### config.mk
export PLATFORM = sky130hd
export DESIGN_NAME = pfa_ctrl
export DESIGN_NICKNAME = d
export VERILOG_FILES = /design/src/sv/pfa_pkg.sv /design/src/sv/pfa_ctrl.sv
export SDC_FILE = /design/constraint.sdc
export NUM_CORES = 1
export LEC_CHECK = 0
export ABC_AREA = 1
export BUFFER_PORTS_ARGS = -buffer_cell sky130_fd_sc_hd__buf_2
export CAP_MARGIN = 5
export CORE_AREA = 5 5 42 44
export CTS_CLUSTER_SIZE = 12
export DETAILED_ROUTE_END_ITERATION = 6
export DIE_AREA = 0 0 47 49
export SLEW_MARGIN = 20
export SYNTH_ARGS = -nofsm -noshare
export SYNTH_HDL_FRONTEND = slang
export SYNTH_SLANG_ARGS = --single-unit
### constraint.sdc
create_clock -name clk -period 1.77 [get_ports clk]
set_input_delay 0.0885 -clock clk [delete_from_list [all_inputs] [get_ports clk]]
set_output_delay 0.0885 -clock clk [all_outputs]
set_load 0.005 [all_outputs]
### src/sv/pfa_pkg.sv
`default_nettype none
// ----------------------------------------------------------------------------
// Palette fit analyzer package
// Shared types, codes and constants for the palette fit analyzer.
// ----------------------------------------------------------------------------
package pfa_pkg;

  localparam int TABLE_DEPTH_DEF = 256;

  localparam int CFG_IDX_W  = 2;
  localparam int CFG_DATA_W = 8;

  localparam logic [CFG_IDX_W-1:0] CFG_GRAY_THRESHOLD    = 2'd0;
  localparam logic [CFG_IDX_W-1:0] CFG_ALPHA_PRESENT     = 2'd1;
  localparam logic [CFG_IDX_W-1:0] CFG_GRAY_CHECK_ENABLE = 2'd2;

  localparam logic [2:0] CLASS_1BPP    = 3'd0;
  localparam logic [2:0] CLASS_2BPP    = 3'd1;
  localparam logic [2:0] CLASS_4BPP    = 3'd2;
  localparam logic [2:0] CLASS_8BPP    = 3'd3;
  localparam logic [2:0] CLASS_NO_PAL  = 3'd4;

  localparam int LIMIT_1BPP = 2;
  localparam int LIMIT_2BPP = 4;
  localparam int LIMIT_4BPP = 16;

  typedef struct packed {
    logic [7:0] red;
    logic [7:0] green;
    logic [7:0] blue;
    logic [7:0] alpha;
    logic       last_pixel;
  } in_item_t;

  typedef struct packed {
    logic       is_transparent;
    logic       is_grayscale;
    logic [2:0] colour_class;
  } out_item_t;

  typedef enum logic [1:0] {
    ST_IDLE,
    ST_SCAN,
    ST_EMIT
  } state_t;

  typedef struct packed {
    logic load;
    logic scan_rd;
    logic commit;
    logic emit;
  } cmd_t;

  typedef struct packed {
    logic scan_done;
    logic rd_pend;
    logic last;
    logic out_free;
  } sts_t;

endpackage : pfa_pkg
`default_nettype wire

### src/sv/pfa_ctrl.sv
`default_nettype none
// ----------------------------------------------------------------------------
// Palette fit analyzer controller
// Sequences pixel intake, the color table search, the table update and
// the hand-off of the per-image result.
// ----------------------------------------------------------------------------
module pfa_ctrl (
  input  wire logic          clk,
  input  wire logic          rst_n,
  input  wire logic          in_valid,
  output logic               in_stall,
  input  wire pfa_pkg::sts_t sts,
  output pfa_pkg::cmd_t      cmd
);
  import pfa_pkg::*;

  state_t state_r;
  state_t state_nxt;

  always_ff @(posedge clk) begin
    if (!rst_n) begin
      state_r <= ST_IDLE;
    end else begin
      state_r <= state_nxt;
    end
  end

  always_comb begin
    state_nxt = state_r;
    unique case (state_r)
      ST_IDLE: begin
        if (in_valid) begin
          state_nxt = ST_SCAN;
        end
      end
      ST_SCAN: begin
        if (sts.scan_done && !sts.rd_pend) begin
          state_nxt = sts.last ? ST_EMIT : ST_IDLE;
        end
      end
      ST_EMIT: begin
        if (sts.out_free) begin
          state_nxt = ST_IDLE;
        end
      end
      default: state_nxt = ST_IDLE;
    endcase
  end

  always_comb begin
    cmd      = '0;
    in_stall = 1'b1;
    unique case (state_r)
      ST_IDLE: begin
        in_stall = 1'b0;
        cmd.load = in_valid;
      end
      ST_SCAN: begin
        cmd.scan_rd = !sts.scan_done;
        cmd.commit  = sts.scan_done && !sts.rd_pend;
      end
      ST_EMIT: begin
        cmd.emit = sts.out_free;
      end
      default: begin
        cmd = '0;
      end
    endcase
  end

endmodule : pfa_ctrl
`default_nettype wire

==> results.yml <==
outcome:
  status: "finished clean"
synth:
  synthDistinctLibCells: 8
  ys_ff_latch: 2
  ys.warnings.count: 0
  synth_compound_area_share_pct: 7.76
  syn_inst: 26
  seq_area_frac_synth_pct: 27.6
  postSynthAreaPerCell_um2: 5.58
  synthXorXnorAreaFrac_pct: 0
  synthMuxAreaShare_pct: 0
  syn_area_um2: 145
  syn_nets: 33
  synthAdderAreaFrac_pct: 0
  yosys.area_share.simple_pct: 41.4
  synth_top_family_by_area: "simple AND/OR/NAND/NOR gates"
clock_network:
  insertion_delay_ns: 0.23
  cts_buffers: 3
  clockBufferDepth: 2
  cts_tree: "done"
  root_buffer: "clkbuf_4"
  post_cts_resized: 0
  htree_levels: 1
  clock-sinks: 2
  hold_buffers: 0
  path_clk_slew_ns: 0.03
  post-cts-setup-buffers: 0
critical_path:
  slowest_stage: "dfxtp_1"
  cp.arrival_ns: 1.02
  max_stage_delay_ns: 0.32
  end_kind: "output pin"
  cp_num_buf_inv: 2
  crit_path_start: "state_r[0]"
  crit_required_ns: 1.68
  cp_top_family: "flip-flops"
  cp-start-kind: "flop"
  reg2reg_setup_slack_ns: 0.93
  crit_chain: "nor2_1 > nand2_1 > inv_1 > buf_2"
  r2r_start: "state_r[0]"
  critPathMaxFanout: 4
  crit_type: "flop to output pin"
hold_path:
  hp-class: "input port to flop"
  worstHoldStart: "rst_n"
drt:
  drc: 0
  via_count: 187
  wl_um: 401
  routed_via_density: 3.34
  drtAntennaViolNets: 0
  drt-pass1-iter-count: 2
  drtIter0Drc: 1
  routedWlPerCell_um: 7.16
sta:
  worstMarginPinSlew_ns: 0.194
  hold_violations: 0
  report.final.slew_viol_count: 0
  clock-skew-final_ns: 0.00116
  setup_tns_ns: 0
  rsz0062_at_grt: "false"
  setup_violations: 0
  whs_ns: 0.120
  period_minus_slack_ns: 1.11
  max_slew_margin_pct: 87.0
  fmax_mhz: 900
  min_period_over_period_pct: 62.8
cells_and_area:
  nNetsFinal: 49
  largestRegisters: "state_r x2"
  area_growth_pct: 67.2
  fillers: 174
  largest_register_ffs: 2
  antenna_cells: 0
  drive_above_1_share_pct: 40.0
  regMostFlops: "state_r"
floorplan:
  die_y_um: 49
  die-area_um2: 2300
  dieWidth_um: 47
  rows: 14
  coreArea_um2: 1400
  io_pins: 12
  initial_core_util_pct: 10.4
grt:
  grt_pass1_vias: 155
  overflow: 0
  antenna_found_initial: 0
  grt_pass1_wl_um: 572
  grt_max_degree: 5
  grtUsageTotal_pct: 4.08
pwr:
  ir_worst_vdd_uv: 120
  powerDensity_nw_per_um2: 782
  p_leak_nw: 0.150
placement:
  gp_congestion: 0.619
  portBuffers: 11
job:
  maxCapViolCount: 0
[where the power goes]
part	internal (mW)	switching [mW]
clock	0.0749	0.0273
combinational	0.0174	0.0193
sequential	0.0482	0.00269
[per-stage QoR]
stage          total power [mW]  setup slack (ns)  cell area (µm²)  utilization (%)  std cells
2_1_floorplan            0.0720              1.00              145                -         26
3_3_place_gp             0.0879             0.901              220             15.7         53
3_5_place_dp             0.0887             0.881              220             15.7         53
4_1_cts                   0.196             0.637              243             17.3         56
5_1_grt                   0.207             0.554              243             17.3         56
6_report                  0.190             0.659              243             17.3         56
[Yosys cell counts]
cell,n,area [µm²]
nor3_1,1,5.00
nor2_2,1,6.26
nor2_1,4,15.0
a21boi_2,1,11.3
nand2_1,5,18.8
dfxtp_1,2,40.0
inv_1,9,33.8
nand3_1,3,15.0
[final timing paths]
| kind | endpoint | depth (start not counted) |
|---|---|---|
| setup / recovery | cmd[3] | 4 |
| hold / removal | state_r[0] | 2 |
| setup reg to reg | state_r[0] | 3 |
| hold reg to reg | state_r[1] | 4 |
[cell families after synthesis]
family / count (synthesis)
and+or+nand+nor: 14
DFF: 2
AOI/OAI and AO/OA: 1
buffers and inverters: 9
[per-layer routing]
metal | track usage, % | part of all wire [%] | wire length (µm)
met5 | 0 | 0 | 0
met4 | 4.15 | 3.7 | 15
met3 | 4.43 | 16 | 64
met2 | 4.98 | 42 | 167
met1 | 3.28 | 38 | 154
[cells in the final DEF (no fill, tap or decap), drive strengths merged]
master / count
nand2: 5
buf: 11
nand3: 3
nor2: 5
inv: 9
dfxtp: 2
nor3: 1
a21boi: 1
clkbuf: 3
[area by class of cell]
cell class	count	area, µm²	share of cell area, %
Tap cell	16	20.0	8.25
Multi-Input combinational cell	15	71.3	29.4
Clock buffer	3	22.5	9.28
Timing Repair Buffer	11	55.1	22.7
Inverter	9	33.8	13.9
Sequential cell	2	40.0	16.5
No activity file was read; power rests on OpenSTA's default activity.
